<file path="config.mk">
export PLATFORM = sky130hd
export DESIGN_NAME = damr_front
export DESIGN_NICKNAME = d
export VERILOG_FILES = /design/src/hw/rtl/damr_pkg.sv /design/src/hw/rtl/damr_front.sv
export SDC_FILE = /design/constraint.sdc
export NUM_CORES = 1
export LEC_CHECK = 0
export ABC_AREA = 0
export BUFFER_PORTS_ARGS = -buffer_cell sky130_fd_sc_hd__clkbuf_2
export CAP_MARGIN = 20
export CORE_MARGIN = 5
export CORE_UTILIZATION = 47
export DETAILED_ROUTE_END_ITERATION = 16
export HOLD_SLACK_MARGIN = 0.15
export PLACE_DENSITY = 0.93
export SLEW_MARGIN = 10
export SYNTH_ARGS = -nofsm -noshare
export SYNTH_HDL_FRONTEND = slang
export SYNTH_SLANG_ARGS = --single-unit
</file>
<file path="constraint.sdc">
create_clock -name clk -period 10.5 [get_ports clk]
set_input_delay 2.1 -clock clk [delete_from_list [all_inputs] [get_ports clk]]
set_output_delay 2.1 -clock clk [all_outputs]
set_load 0.02 [all_outputs]
</file>
<file path="src/hw/rtl/damr_pkg.sv">
package damr_pkg;

	// Result is formed as an integer scaled by 2^56 in both modes
	localparam int unsigned FRAC_SH    = 56;
	localparam int unsigned ADD_ALIGN  = 16;   // add mode product is Q.40, lifted to Q.56
	localparam int unsigned MAG_W      = 43;   // |dequantised value| or |sum|, Q.24
	localparam int unsigned MAGLO_W    = 32;
	localparam int unsigned MAGHI_W    = MAG_W - MAGLO_W;
	localparam int unsigned MULB_W     = 64;   // second factor: inv scale or |op|*inv scale
	localparam int unsigned PROD_W     = MAG_W + MULB_W;
	localparam int unsigned QT_W       = PROD_W - FRAC_SH;

	localparam int unsigned FIFO_DEPTH = 4;
	localparam int unsigned FIFO_AW    = $clog2(FIFO_DEPTH);

	typedef enum logic [2:0] {
		CFG_IN_SCALE      = 3'd0,
		CFG_IN_ZERO       = 3'd1,
		CFG_IN_SIGNED     = 3'd2,
		CFG_OUT_INV_SCALE = 3'd3,
		CFG_OUT_ZERO      = 3'd4,
		CFG_OUT_SIGNED    = 3'd5,
		CFG_OP_MODE       = 3'd6
	} cfg_idx_t;

	typedef enum logic {
		OP_ADD = 1'b0,
		OP_MUL = 1'b1
	} op_mode_t;

	typedef struct packed {
		logic [31:0] in_scale;
		logic [8:0]  in_zero;
		logic        in_signed;
		logic [31:0] out_inv_scale;
		logic [8:0]  out_zero;
		logic        out_signed;
		logic        op_mode;
	} cfg_t;

	localparam cfg_t CFG_RESET = '{
		in_scale:      32'h0100_0000,
		in_zero:       9'd0,
		in_signed:     1'b0,
		out_inv_scale: 32'h0001_0000,
		out_zero:      9'd0,
		out_signed:    1'b0,
		op_mode:       1'b0
	};

	typedef struct packed {
		logic [7:0]         code_in;
		logic signed [31:0] operand_in;
	} in_item_t;

	typedef struct packed {
		logic [7:0] code_out;
		logic       status;
		logic       clipped;
	} out_item_t;

	// Classified item handed from front to back
	typedef struct packed {
		logic               mul;      // multiply mode
		logic               zs;       // reciprocal output scale is zero
		logic               neg_mul;  // sign of the product in multiply mode
		logic signed [9:0]  d;        // code minus input zero
		logic signed [31:0] opv;      // operand, Q16.16
		logic [31:0]        op_mag;   // |operand|
	} item_t;

endpackage

</file>
<file path="src/hw/rtl/damr_front.sv">
module damr_front (
	input  logic               clk,
	input  logic               arst_n,
	input  damr_pkg::cfg_t     cfg,
	input  logic               item_valid,
	input  damr_pkg::in_item_t item,
	output logic               item_stall,
	input  logic               fifo_full,
	output logic               push,
	output damr_pkg::item_t    wr_item
);
	import damr_pkg::*;

	logic              fe_valid_s1;
	item_t             fe_item_s1;
	item_t             cls;
	logic signed [9:0] code_ext;
	logic signed [9:0] zero_ext;

	always_comb begin
		code_ext = cfg.in_signed ? {{2{item.code_in[7]}}, item.code_in}
		                         : {2'b00, item.code_in};
		zero_ext = {cfg.in_zero[8], cfg.in_zero};
		cls.d       = code_ext - zero_ext;
		cls.opv     = item.operand_in;
		cls.op_mag  = item.operand_in[31] ? (~item.operand_in + 32'd1) : item.operand_in;
		cls.neg_mul = cls.d[9] ^ item.operand_in[31];
		cls.mul     = (op_mode_t'(cfg.op_mode) == OP_MUL);
		cls.zs      = (cfg.out_inv_scale == 32'd0);
	end

	assign item_stall = fe_valid_s1 & fifo_full;
	assign push       = fe_valid_s1 & ~fifo_full;
	assign wr_item    = fe_item_s1;

	always_ff @(posedge clk or negedge arst_n) begin
		if (!arst_n) begin
			fe_valid_s1 <= 1'b0;
		end else if (!item_stall) begin
			fe_valid_s1 <= item_valid;
		end
	end

	always_ff @(posedge clk) begin
		if (item_valid && !item_stall) begin
			fe_item_s1 <= cls;
		end
	end

endmodule

</file>
== Yosys cells after proc, flatten, opt, wreduce, memory -nomap -nowiden ==
Index checks and enable logic that the tools add are counted.
Storage, ports and cells
  RAM bits: 0
  logic and storage cells: 20
  bits of input ports: 129
  memories: 0
  ROM bits: 0
  output and inout bits: 79
  flip-flop bits (word level): 78
  latch bits: 0
Cells by class
  multipliers: 0
  shifts and indexed selects: 0
  reduce and logical (&&, ||, !) cells: 3
  add/sub/neg operators: 2
  magnitude comparators: 0
  equal/unequal tests: 0
  bitwise operators: 5
  div/mod/pow operators: 0
  mux-type cells: 2
Operator list (count)
  32-bit by 1-bit adder with 32-bit output, second input constant: 1
  32-bit logical NOT: 1
  32-bit inverter: 1
  31-bit 2-to-1 mux: 1
  10-bit 2-to-1 mux: 1
  10-bit by 9-bit subtractor with 10-bit output: 1
  1-bit bitwise AND: 2
  1-bit logical AND: 1
  1-bit logical NOT: 1
  1-bit inverter: 1
  1-bit bitwise XOR: 1

== Longest topological paths before layout ==
  depth in word-level cells: 3
  gate-level depth with buffers: 8
  depth with buffers taken out: 8

== Worst setup path before layout ==
Ideal clock, no wire load.
  path type: input-to-reg
  start: input fifo_full
  end: register fe_item_s1 (netlist bit wr_item[0]) (enable)
  data required time: 9.982 ns
  library setup time: 0.518 ns
  stages on the path: 2
  path slack: 4.270 ns
  arrival: 5.712 ns
  buffers on the path: 0
  cells stage by stage: and2_1 -> nor2b_1
On the way
  cells in the longest elaborated chain, start to end: 3
RTL lines
  start: declaration: RTL line damr_front.sv:8  | input logic fifo_full,
  1-bit bitwise AND: RTL line damr_front.sv:32  | assign item_stall = fe_valid_s1 & fifo_full;
  1-bit logical NOT: RTL line damr_front.sv:45  | if (item_valid && !item_stall) begin
  1-bit logical AND: RTL line damr_front.sv:45
  end signal: assignment: RTL line damr_front.sv:46  | fe_item_s1 <= cls;
  end: declaration: RTL line damr_front.sv:15  | item_t fe_item_s1;
Every way passes these cells.
A chain may end at the register's enable or synchronous reset.

== Worst setup path after layout ==
  start: input fifo_full
  end: output item_stall
On the way
  cells in the longest elaborated chain, start to end: 1
RTL lines
  1-bit bitwise AND: RTL line damr_front.sv:32
  end: declaration: RTL line damr_front.sv:7  | output logic item_stall,
Every way passes these cells.

==> impl_metrics.json <==
{
  "htree_levels": 3,
  "ys_warn_count": 0,
  "cts_tree": "done",
  "fin_crit_ns": 4.70,
  "drt-initial-drc-count": 97,
  "critical_path.cell_chain": "clkbuf_2 > and2_1 > clkbuf_2",
  "r2r_cells": 3,
  "report.final.setup_viol": 0,
  "max_cap_violations": 0,
  "hold_viol": 0,
  "fill_cells": 558,
  "syn2layout_area_growth_pct": 32.9,
  "routedWlPerCell_um": 15.4,
  "hp-class": "flip-flop to flip-flop",
  "worstSkewPairLatency_ns": 0.33,
  "grt_pass1_vias": 2676,
  "path_class": "primary input to output pin",
  "synth-simple-area-share_pct": 9.99,
  "irDropWorstVdd_mv": 0.0657,
  "cp_common_cell": "clkbuf_2",
  "ys_seq_elements": 77,
  "synth_mux_area_share_pct": 0.288,
  "hpwl_um": 6360,
  "firstDrtPassIters": 4,
  "io_pins": 208,
  "layout_common_cells": "clkbuf_2, edfxtp_1, xnor2_1, inv_1, nor4_1",
  "finalWeightedCongestion": 0.830,
  "grt_max_degree": 66,
  "cp-start-kind": "primary input",
  "multi_input_area_um2": 1090,
  "grt_use_total_pct": 17.6,
  "slowest_delay_ns": 0.21,
  "status": "completed",
  "clock-sinks": 77,
  "start_util_pct": 48.1,
  "crit_family": "buffers and inverters",
  "cp-end-kind": "output pin",
  "cts.hold.buffers_added": 0,
  "slew_viol_final": 0,
  "crit_slowest_cell": "and2_1",
  "core_area_um2": 7210,
  "antenna_found_initial": 0,
  "powerDensity_nw_per_um2": 154,
  "viasPerCell": 4.97,
  "die_w_um": 95.9,
  "final_common_cell": "clkbuf_2",
  "fin_area_um2": 4610,
  "cts-resized-gates": 0,
  "cts_setup_buffers": 0,
  "clockBufferDepth": 2,
  "ys_top_cells_by_area": "edfxtp_1, xnor2_1, ha_1",
  "worst_slew_pin_slew_ns": 0.812,
  "portBuffers": 165,
  "grt_pass1_wl_um": 12400,
  "syn_area_per_cell_um2": 14.3,
  "synth.top_cell.area_share_pct": 65.8,
  "crit_arrival_ns": 2.60,
  "syn_nets": 382,
  "leakage_uw": 0.00193,
  "ant_nets": 0,
  "max_slew_margin_pct": 45.4,
  "die_area_um2": 9200,
  "fmax_mhz": 213,
  "netlist_instances": 242,
  "synth_top_cell_by_area": "edfxtp_1",
  "synth_cell_type_count": 37,
  "tns_ns": 0,
  "required_ns": 8.40,
  "synth_xor_area_share_pct": 9.34,
  "layout-drive-gt1-share_pct": 44.5,
  "hold_depth": 2,
  "place_area_um2": 4420,
  "clkTransAtPathRegs_ns": 0.08,
  "path_buf_inv": 2,
  "finalNetCount": 555,
  "die_h_um": 95.9,
  "rows": 31,
  "synth_compound_area_share_pct": 7.43,
  "yosys.area_share.adder_pct": 4.18,
  "routed-via-count": 2580,
  "clock_skew_ns": 0.0104,
  "synth_top_family_by_area": "simple AND/OR/NAND/NOR gates",
  "synth.yosys.seq_area_share_pct": 66.5,
  "cts_made_buffers": 9,
  "cp_num_cells": 3,
  "diodes": 0,
  "root_buffer": "clkbuf_8",
  "finalCritPeriodShare_pct": 44.8,
  "rsz0062_at_grt": "false",
  "cp_max_fo": 3,
  "drt-total-wl_um": 8000,
  "gr-total-overflow": 0,
  "drc": 0,
  "synth_area_um2": 3470,
  "hold_slack_ns": 0.742,
  "register_area_um2": 2310
}
## tightest hold or removal path: stages (launching register included)
cell and delay (ns):
dfrtp_1 0.35, and2_1 0.22, or2_2 0.15
## layer usage
layer	GRT usage, %	share of wire (%)	vias to the layer above
li1	-	-	1266
met4	4.50	0.81	0
met3	4.61	8.1	6
met1	18.4	37	1194
met5	0	0	-
met2	34.6	54	114
## worst paths after layout
check	start	endpoint	slack (ns)
worst max-delay path	fifo_full	item_stall	5.80
worst max register to register	fe_valid_s1	wr_item[57]	8.49
max in group asynchronous	arst_n	fe_valid_s1	8.90
worst min-delay path	fe_valid_s1	fe_valid_s1	0.74
worst min register to register	fe_valid_s1	fe_valid_s1	0.74
min in group asynchronous	arst_n	fe_valid_s1	1.52
## where the power goes
| part | internal (uW) | switching [uW] | leakage, uW |
|---|---|---|---|
| Combinational | 46.3 | 76.1 | 0.00110 |
| Sequential | 366 | 5.96 | 0.000736 |
| Clock | 110 | 107 | 0.0000937 |
## synthesized netlist by cell type
library cell  number
dfrtp_1            1
buf_1              1
ha_1              10
or3_1              1
nand3b_1           2
and2_1             2
nor2b_1            3
o41ai_1            6
or4_1              5
nor2_1             8
o211ai_1           1
o31ai_2            1
o221ai_1           1
xor2_1             4
xnor2_1           33
o21ai_0           11
nand4_1            5
o22ai_1            1
or4_4              2
mux2i_1            1
fa_1               1
edfxtp_1          76
o21bai_1           1
buf_4              1
nor3_1             1
nor4b_1            1
nand3_1            1
o41ai_4            1
a21oi_1            6
clkbuf_1           2
o21ai_1            1
o31ai_1            6
nand2b_1           5
inv_1             16
nor4_1            12
nand2_1           11
or2_2              1
## flip-flops by register name (all words and copies together), names as in the netlist
signal,flops
wr_item,76
fe_valid_s1,1
## cells by family (layout without fill, tap and decap cells)
group | after synthesis | after routing
multiplexers | 1 | 1
XOR/XNOR | 37 | 37
buffers and inverters | 20 | 198
AND/OR/NAND/NOR | 60 | 60
flip-flops | 77 | 77
AO/OA/AOI/OAI | 36 | 36
adder cells (fa/ha/maj) | 11 | 11
## layout make-up
cell class              instances  share of cell area, %
flip-flops and latches         77                   50.0
multi-input cells             145                   23.7
repair buffers                166                   18.1
clock buffers                   9                   2.69
well taps                      99                   2.69
clock inverters                 7                   1.55
inverters                      16                   1.30
## through the flow
stage               worst slack, ns  util (%)  cells  power (uW)
finish                         5.80      63.9    519         711
floorplan                      4.27         -    242         451
detailed placement             5.81      61.2    503         503
global placement               5.83      61.2    503         498
CTS                            5.80      63.9    519         716
global route                   5.76      63.9    519         747
No activity file was read; power rests on OpenSTA's default activity.
