## src/hw/rtl/damr_pkg.sv

```systemverilog
package damr_pkg;

	// Result is formed as an integer scaled by 2^56 in both modes
	localparam int unsigned FRAC_SH    = 56;
	localparam int unsigned ADD_ALIGN  = 16;   // add mode product is Q.40, lifted to Q.56
	localparam int unsigned MAG_W      = 43;   // |dequantised value| or |sum|, Q.24
	localparam int unsigned MAGLO_W    = 32;
	localparam int unsigned MAGHI_W    = MAG_W - MAGLO_W;
	localparam int unsigned MULB_W     = 64;   // second factor: inv scale or |op|*inv scale
	localparam int unsigned PROD_W     = MAG_W + MULB_W;
	localparam int unsigned QT_W       = PROD_W - FRAC_SH;

	localparam int unsigned FIFO_DEPTH = 4;
	localparam int unsigned FIFO_AW    = $clog2(FIFO_DEPTH);

	typedef enum logic [2:0] {
		CFG_IN_SCALE      = 3'd0,
		CFG_IN_ZERO       = 3'd1,
		CFG_IN_SIGNED     = 3'd2,
		CFG_OUT_INV_SCALE = 3'd3,
		CFG_OUT_ZERO      = 3'd4,
		CFG_OUT_SIGNED    = 3'd5,
		CFG_OP_MODE       = 3'd6
	} cfg_idx_t;

	typedef enum logic {
		OP_ADD = 1'b0,
		OP_MUL = 1'b1
	} op_mode_t;

	typedef struct packed {
		logic [31:0] in_scale;
		logic [8:0]  in_zero;
		logic        in_signed;
		logic [31:0] out_inv_scale;
		logic [8:0]  out_zero;
		logic        out_signed;
		logic        op_mode;
	} cfg_t;

	localparam cfg_t CFG_RESET = '{
		in_scale:      32'h0100_0000,
		in_zero:       9'd0,
		in_signed:     1'b0,
		out_inv_scale: 32'h0001_0000,
		out_zero:      9'd0,
		out_signed:    1'b0,
		op_mode:       1'b0
	};

	typedef struct packed {
		logic [7:0]         code_in;
		logic signed [31:0] operand_in;
	} in_item_t;

	typedef struct packed {
		logic [7:0] code_out;
		logic       status;
		logic       clipped;
	} out_item_t;

	// Classified item handed from front to back
	typedef struct packed {
		logic               mul;      // multiply mode
		logic               zs;       // reciprocal output scale is zero
		logic               neg_mul;  // sign of the product in multiply mode
		logic signed [9:0]  d;        // code minus input zero
		logic signed [31:0] opv;      // operand, Q16.16
		logic [31:0]        op_mag;   // |operand|
	} item_t;

endpackage

```

## src/hw/rtl/damr_fifo.sv

```systemverilog
module damr_fifo (
	input  logic            clk,
	input  logic            arst_n,
	input  logic            push,
	input  damr_pkg::item_t wr_item,
	output logic            full,
	input  logic            pop,
	output damr_pkg::item_t rd_item,
	output logic            empty
);
	import damr_pkg::*;

	item_t                mem_q [FIFO_DEPTH];
	logic [FIFO_AW-1:0]   wr_ptr_q;
	logic [FIFO_AW-1:0]   rd_ptr_q;
	logic [FIFO_AW:0]     count_q;

	assign full    = (count_q == (FIFO_AW+1)'(FIFO_DEPTH));
	assign empty   = (count_q == '0);
	assign rd_item = mem_q[rd_ptr_q];

	always_ff @(posedge clk or negedge arst_n) begin
		if (!arst_n) begin
			wr_ptr_q <= '0;
			rd_ptr_q <= '0;
			count_q  <= '0;
		end else begin
			if (push) wr_ptr_q <= wr_ptr_q + 1'b1;
			if (pop)  rd_ptr_q <= rd_ptr_q + 1'b1;
			case ({push, pop})
				2'b10:   count_q <= count_q + 1'b1;
				2'b01:   count_q <= count_q - 1'b1;
				default: count_q <= count_q;
			endcase
		end
	end

	always_ff @(posedge clk) begin
		if (push) begin
			mem_q[wr_ptr_q] <= wr_item;
		end
	end

endmodule

```

## config.mk

```make
export PLATFORM = sky130hd
export DESIGN_NAME = damr_fifo
export DESIGN_NICKNAME = d
export VERILOG_FILES = /design/src/hw/rtl/damr_pkg.sv /design/src/hw/rtl/damr_fifo.sv
export SDC_FILE = /design/constraint.sdc
export NUM_CORES = 1
export LEC_CHECK = 0
export ABC_AREA = 1
export BUFFER_PORTS_ARGS = -buffer_cell sky130_fd_sc_hd__buf_2
export CAP_MARGIN = 30
export CELL_PAD_IN_SITES_DETAIL_PLACEMENT = 1
export CELL_PAD_IN_SITES_GLOBAL_PLACEMENT = 2
export CORE_ASPECT_RATIO = 2
export CORE_MARGIN = 1
export CORE_UTILIZATION = 40
export DETAILED_ROUTE_END_ITERATION = 6
export GPL_TIMING_DRIVEN = 1
export PLACE_DENSITY = 0.79
export REMOVE_ABC_BUFFERS = 1
export SLEW_MARGIN = 10
export SYNTH_ARGS = -nofsm -noshare
export SYNTH_HDL_FRONTEND = slang
export SYNTH_SLANG_ARGS = --single-unit
```

## constraint.sdc

```tcl
create_clock -name clk -period 2.9 [get_ports clk]
set_input_delay 0.29 -clock clk [delete_from_list [all_inputs] [get_ports clk]]
set_output_delay 0.29 -clock clk [all_outputs]
set_load 0.01 [all_outputs]
```

Yosys cells after proc, flatten, opt, wreduce, memory -nomap -nowiden
Memories as Yosys holds them, arrays and structs flattened.
Cells that the tools add are included.
Widths: inputs -> output; s select.
- flip-flop bits (word level): 7
- latch bits: 0
- RAM bits: 308
- bits in read-only memories: 0
- input bits: 81
- output and inout port bits: 79
- logic and storage cells: 16
- memories kept: 1
- memories (name ; words ; bits a word ; read ports ; clocked after memory_dff ; wr ports ; RTL line ; source):
    mem_q ; 4 ; 77 ; 1 ; 0 ; 1 ; damr_fifo.sv:13 ; item_t mem_q [FIFO_DEPTH];
- $add $sub $neg: 4
- multiply operators: 0
- divide/modulo/power cells: 0
- order comparisons: 0
- equal/unequal tests: 3
- shift-type cells: 0
- multiplexer cells: 3
- bitwise operators: 0
- reduce and logical (&&, ||, !) cells: 2
- operators by type and width (operator ; count):
    $pmux 3 s2 ; 1
    $add 2x1->2 const B ; 2
    $add 3x1->3 const B ; 1
    $eq 3x3->1 const B ; 1
    $logic_not 3->1 ; 1
    $sub 3x1->3 const B ; 1
    $eq 2x1->1 const B ; 1
    $eq 2x2->1 const B ; 1
    $mux 1 ; 2
    $reduce_bool 2->1 ; 1

Logic depth before layout (Yosys ltp)
- word-level depth: 2
- depth in mapped cells: 10
- gate-level depth less buffers: 9

Worst setup path before layout
No wires, ideal clock.
- path kind: register -> register
- start point: register wr_ptr_q[0]
- end point: memory mem_q[2][0] (netlist name), enable pin
- setup time: 431 ps
- arrival time: 2174 ps
- required time: 2469 ps
- setup slack: 295 ps
- stages on the path, launching flop included: 5
- path buffers: 0
- clock period less this slack: 2605 ps
- cells stage by stage: dfrtp_1 inv_1 ha_1 nand2_1 inv_1
- RTL lines (item ; RTL line ; source):
    from (decl) ; damr_fifo.sv:14 ; logic [FIFO_AW-1:0] wr_ptr_q;
    from (signal assigned) ; damr_fifo.sv:28 ; if (push) wr_ptr_q <= wr_ptr_q + 1'b1;
    to (decl) ; damr_fifo.sv:13 ;
No word-level cell before the write port.

==> run summary <==
Ports -> 160
Ant. Diodes -> 0
die height -> 252.4 µm
routed len/inst -> 17.67 µm
Register-to-Register Path Depth -> 5
final worst clock skew -> 12.01 ps
row count -> 91
reg2reg end -> mem_q[0][58]$_DFFE_PP_
I/O Buffers -> 159
Cell Count, Final, Fillers Out -> 1621
most frequent CP cell -> nand2_1
switching share of power -> 34.44%
post-synth cell types -> 18
period utilization -> 87.31%
Via density -> 4.799
Final Slew Violations -> 0
Placed Area -> 0.01384 mm²
CTS resizes -> 0
Net Switching -> 5244 µW
Antenna Nets Post-Route -> 0
Vias -> 7779
Hold Crit Start -> push
drt first-iter violations -> 344
crit-path max FO -> 41
Setup CP Type -> reg2out
Num CTS Buffers -> 28
vias in the first global route -> 8393
VDD IR max -> 0.5829 mV
DRT Wirelength -> 28.64 mm
fin crit period -> 2532 ps
largest net degree at the start of global routing -> 73
buffers and inverters on the worst path -> 2
Power Density -> 977.9 mW/mm²
CP endpoint kind -> primary output
outcome -> finished clean
Final setup viols -> 0
cell chain of the critical path -> buf_4 > nand2_1 > o211ai_1 > nand2_1 > buf_2
Leakage -> 0.006234 µW
synth warn -> 0
first-pass GRT wire length -> 44.85 mm
maximum clock frequency -> 394.9 MHz
H-tree depth -> 1
WP data required -> 2610 ps
Final Instance Area -> 0.01557 mm²
core area -> 0.03086 mm²
clock power share -> 24.7%
clock transition at the registers of the reported paths -> 60 ps
Hold Path Class -> in2reg
P_int -> 9981 µW
antenna violations before repair -> 0
CTS Hold Bufs -> 79
slowest cell on the critical path -> dfrtp_4
Die X-Extent -> 127.2 µm
share of cells above drive strength 1 -> 18.45%
area share of the largest cell type after synthesis -> 73.76%
Worst-Skew Late Latency -> 540 ps
die area -> 0.03210 mm²
post-CTS setup buffers -> 0
RePlAce Congestion -> 0.7109
area grow syn2layout -> 24.16%
combinational share of power -> 33.9%
Gate Count Post-Synth -> 947
#FFs+latches synth -> 315
ranking of synthesized cells by area -> edfxtp_1, o211ai_1, nand2_1
fin nets -> 1268
worst hold slack -> 64.18 ps
DPL Wire Length -> 17.03 mm
RSZ-0062 raised after global routing -> no
drt first pass iters -> 4
clk sink count -> 315
gr usage total -> 18.38%
Initial Utilization -> 40.64%
post-synthesis sequential area ratio -> 75.15%
Synth Cell Area -> 0.01254 mm²
Max Cap Viol -> 0
FF-to-FF Start -> wr_ptr_q[0]$_DFFE_PN0P_
hold worst-path end -> wr_ptr_q[0]$_DFFE_PN0P_
Seq pwr share -> 41.3%
GRT Residual Overflow -> 0
final hold viol count -> 0
Avg Inst Size Synth -> 13.24 µm²
area leader, netlist -> edfxtp_1
worst-margin pin slew -> 697.3 ps
CTS tree -> yes
# fillers -> 3220
Relative slew margins -> 53.51%
FF-to-FF setup slack -> 1060 ps
DR DRC count -> 0
Arr. time, crit path -> 2240 ps
CP Launch Type -> flop
CP top delay family -> flip-flops
Largest stage delay, worst path -> 760 ps
Root Driver -> clkbuf_16
buffer levels on the longest clock path -> 3
final core utilization -> 50.46%
placed cells -> 1490
hold path cells -> 2
==> layer usage <==
metal / up-vias / global-route usage, % / part of all wire (%)
li1: 3752 / - / -
met1: 3848 / 20.25 / 38
met2: 141 / 35.82 / 56
met3: 38 / 1.990 / 2.9
met4: 0 / 6.361 / 2.4
met5: - / 0 / 0
==> power by group through the flow <==
stage	logic, µW	clock network [µW]	registers (µW)
2_1_floorplan	2270	0	6600
3_3_place_gp	5120	0	6360
3_5_place_dp	5210	0	6400
4_1_cts	5330	3870	6310
5_1_grt	5760	4020	6380
6_report	5170	3760	6290
==> cells in the final DEF, fill, tap and decap left out, types with 2 or more instances in the layout <==
cell type / Yosys / final
dlygate4sd3_1: 0 / 79
inv_1: 167 / 163
o211ai_1: 154 / 154
nor3_1: 2 / 2
clkbuf_16: 0 / 29
edfxtp_1: 308 / 308
clkbuf_1: 4 / 14
buf_2: 43 / 159
buf_12: 0 / 9
clkinv_2: 0 / 6
buf_4: 4 / 9
nand2_1: 242 / 242
xor2_1: 3 / 3
ha_1: 5 / 5
bufinv_16: 0 / 3
o21ai_0: 2 / 2
clkbuf_8: 0 / 4
dfrtp_1: 7 / 5
==> metrics by stage <==
step | setup WS (ps) | power [µW] | setup TNS, ps
5_1_grt | 205.0 | 16150 | 0
3_5_place_dp | 914.4 | 11620 | 0
2_1_floorplan | -2907 | 8871 | -228910
4_1_cts | 318.5 | 15510 | 0
3_3_place_gp | 902.2 | 11480 | 0
6_report | 367.9 | 15220 | 0
==> synth_stat cells <==
cell type and n:
o211ai_1 154, nand3_1 1, dfrtp_1 7, edfxtp_1 308
buf_4 4, inv_1 167, fa_1 1, nand2_1 242
buf_6 1, xnor2_1 1, xor2_1 3, buf_2 43
o21ai_0 2, nand4_1 1, inv_2 1, nor3_1 2
clkbuf_1 4, ha_1 5
==> cell families after synthesis <==
logic type                 synth area share, %
buffers and inverters                    7.194
adders and majority gates               0.6586
xor gates and xnor gates                0.2794
DFF                                      75.15
AOI/OAI and AO/OA                        9.300
and+or+nand+nor                          7.414
==> how the worst max path moves through the flow <==
stage,start,end,slack [ps],depth (start not counted)
final,rd_ptr_q[0]$_DFFE_PN0P_,rd_item[64],370,5
after global routing,rd_ptr_q[0]$_DFFE_PN0P_,rd_item[64],200,5
after CTS,rd_ptr_q[0]$_DFFE_PN0P_,rd_item[64],320,5
after detailed placement,rd_ptr_q[0]$_DFFE_PN0P_,rd_item[64],910,5
after global placement,rd_ptr_q[0]$_DFFE_PN0P_,rd_item[64],900,5
after floorplan,rd_ptr_q[0]$_DFFE_PN0P_,rd_item[0],-2910,2
==> state kept, by name, indices dropped and copies added, names as in the netlist <==
register	flops
count_q	3
mem_q	308
rd_ptr_q	2
wr_ptr_q	2
==> layout make-up <==
type | instances | area (µm²) | share of cell area, %
well taps | 418 | 523.0 | 3.359
clock buffers | 47 | 833.3 | 5.352
repair buffers | 256 | 1834 | 11.78
multi-input cells | 412 | 2213 | 14.22
clock inverters | 5 | 100.1 | 0.6429
inverters | 168 | 635.6 | 4.083
flip-flops and latches | 315 | 9429 | 60.56
(Power assumes the default switching activity.)
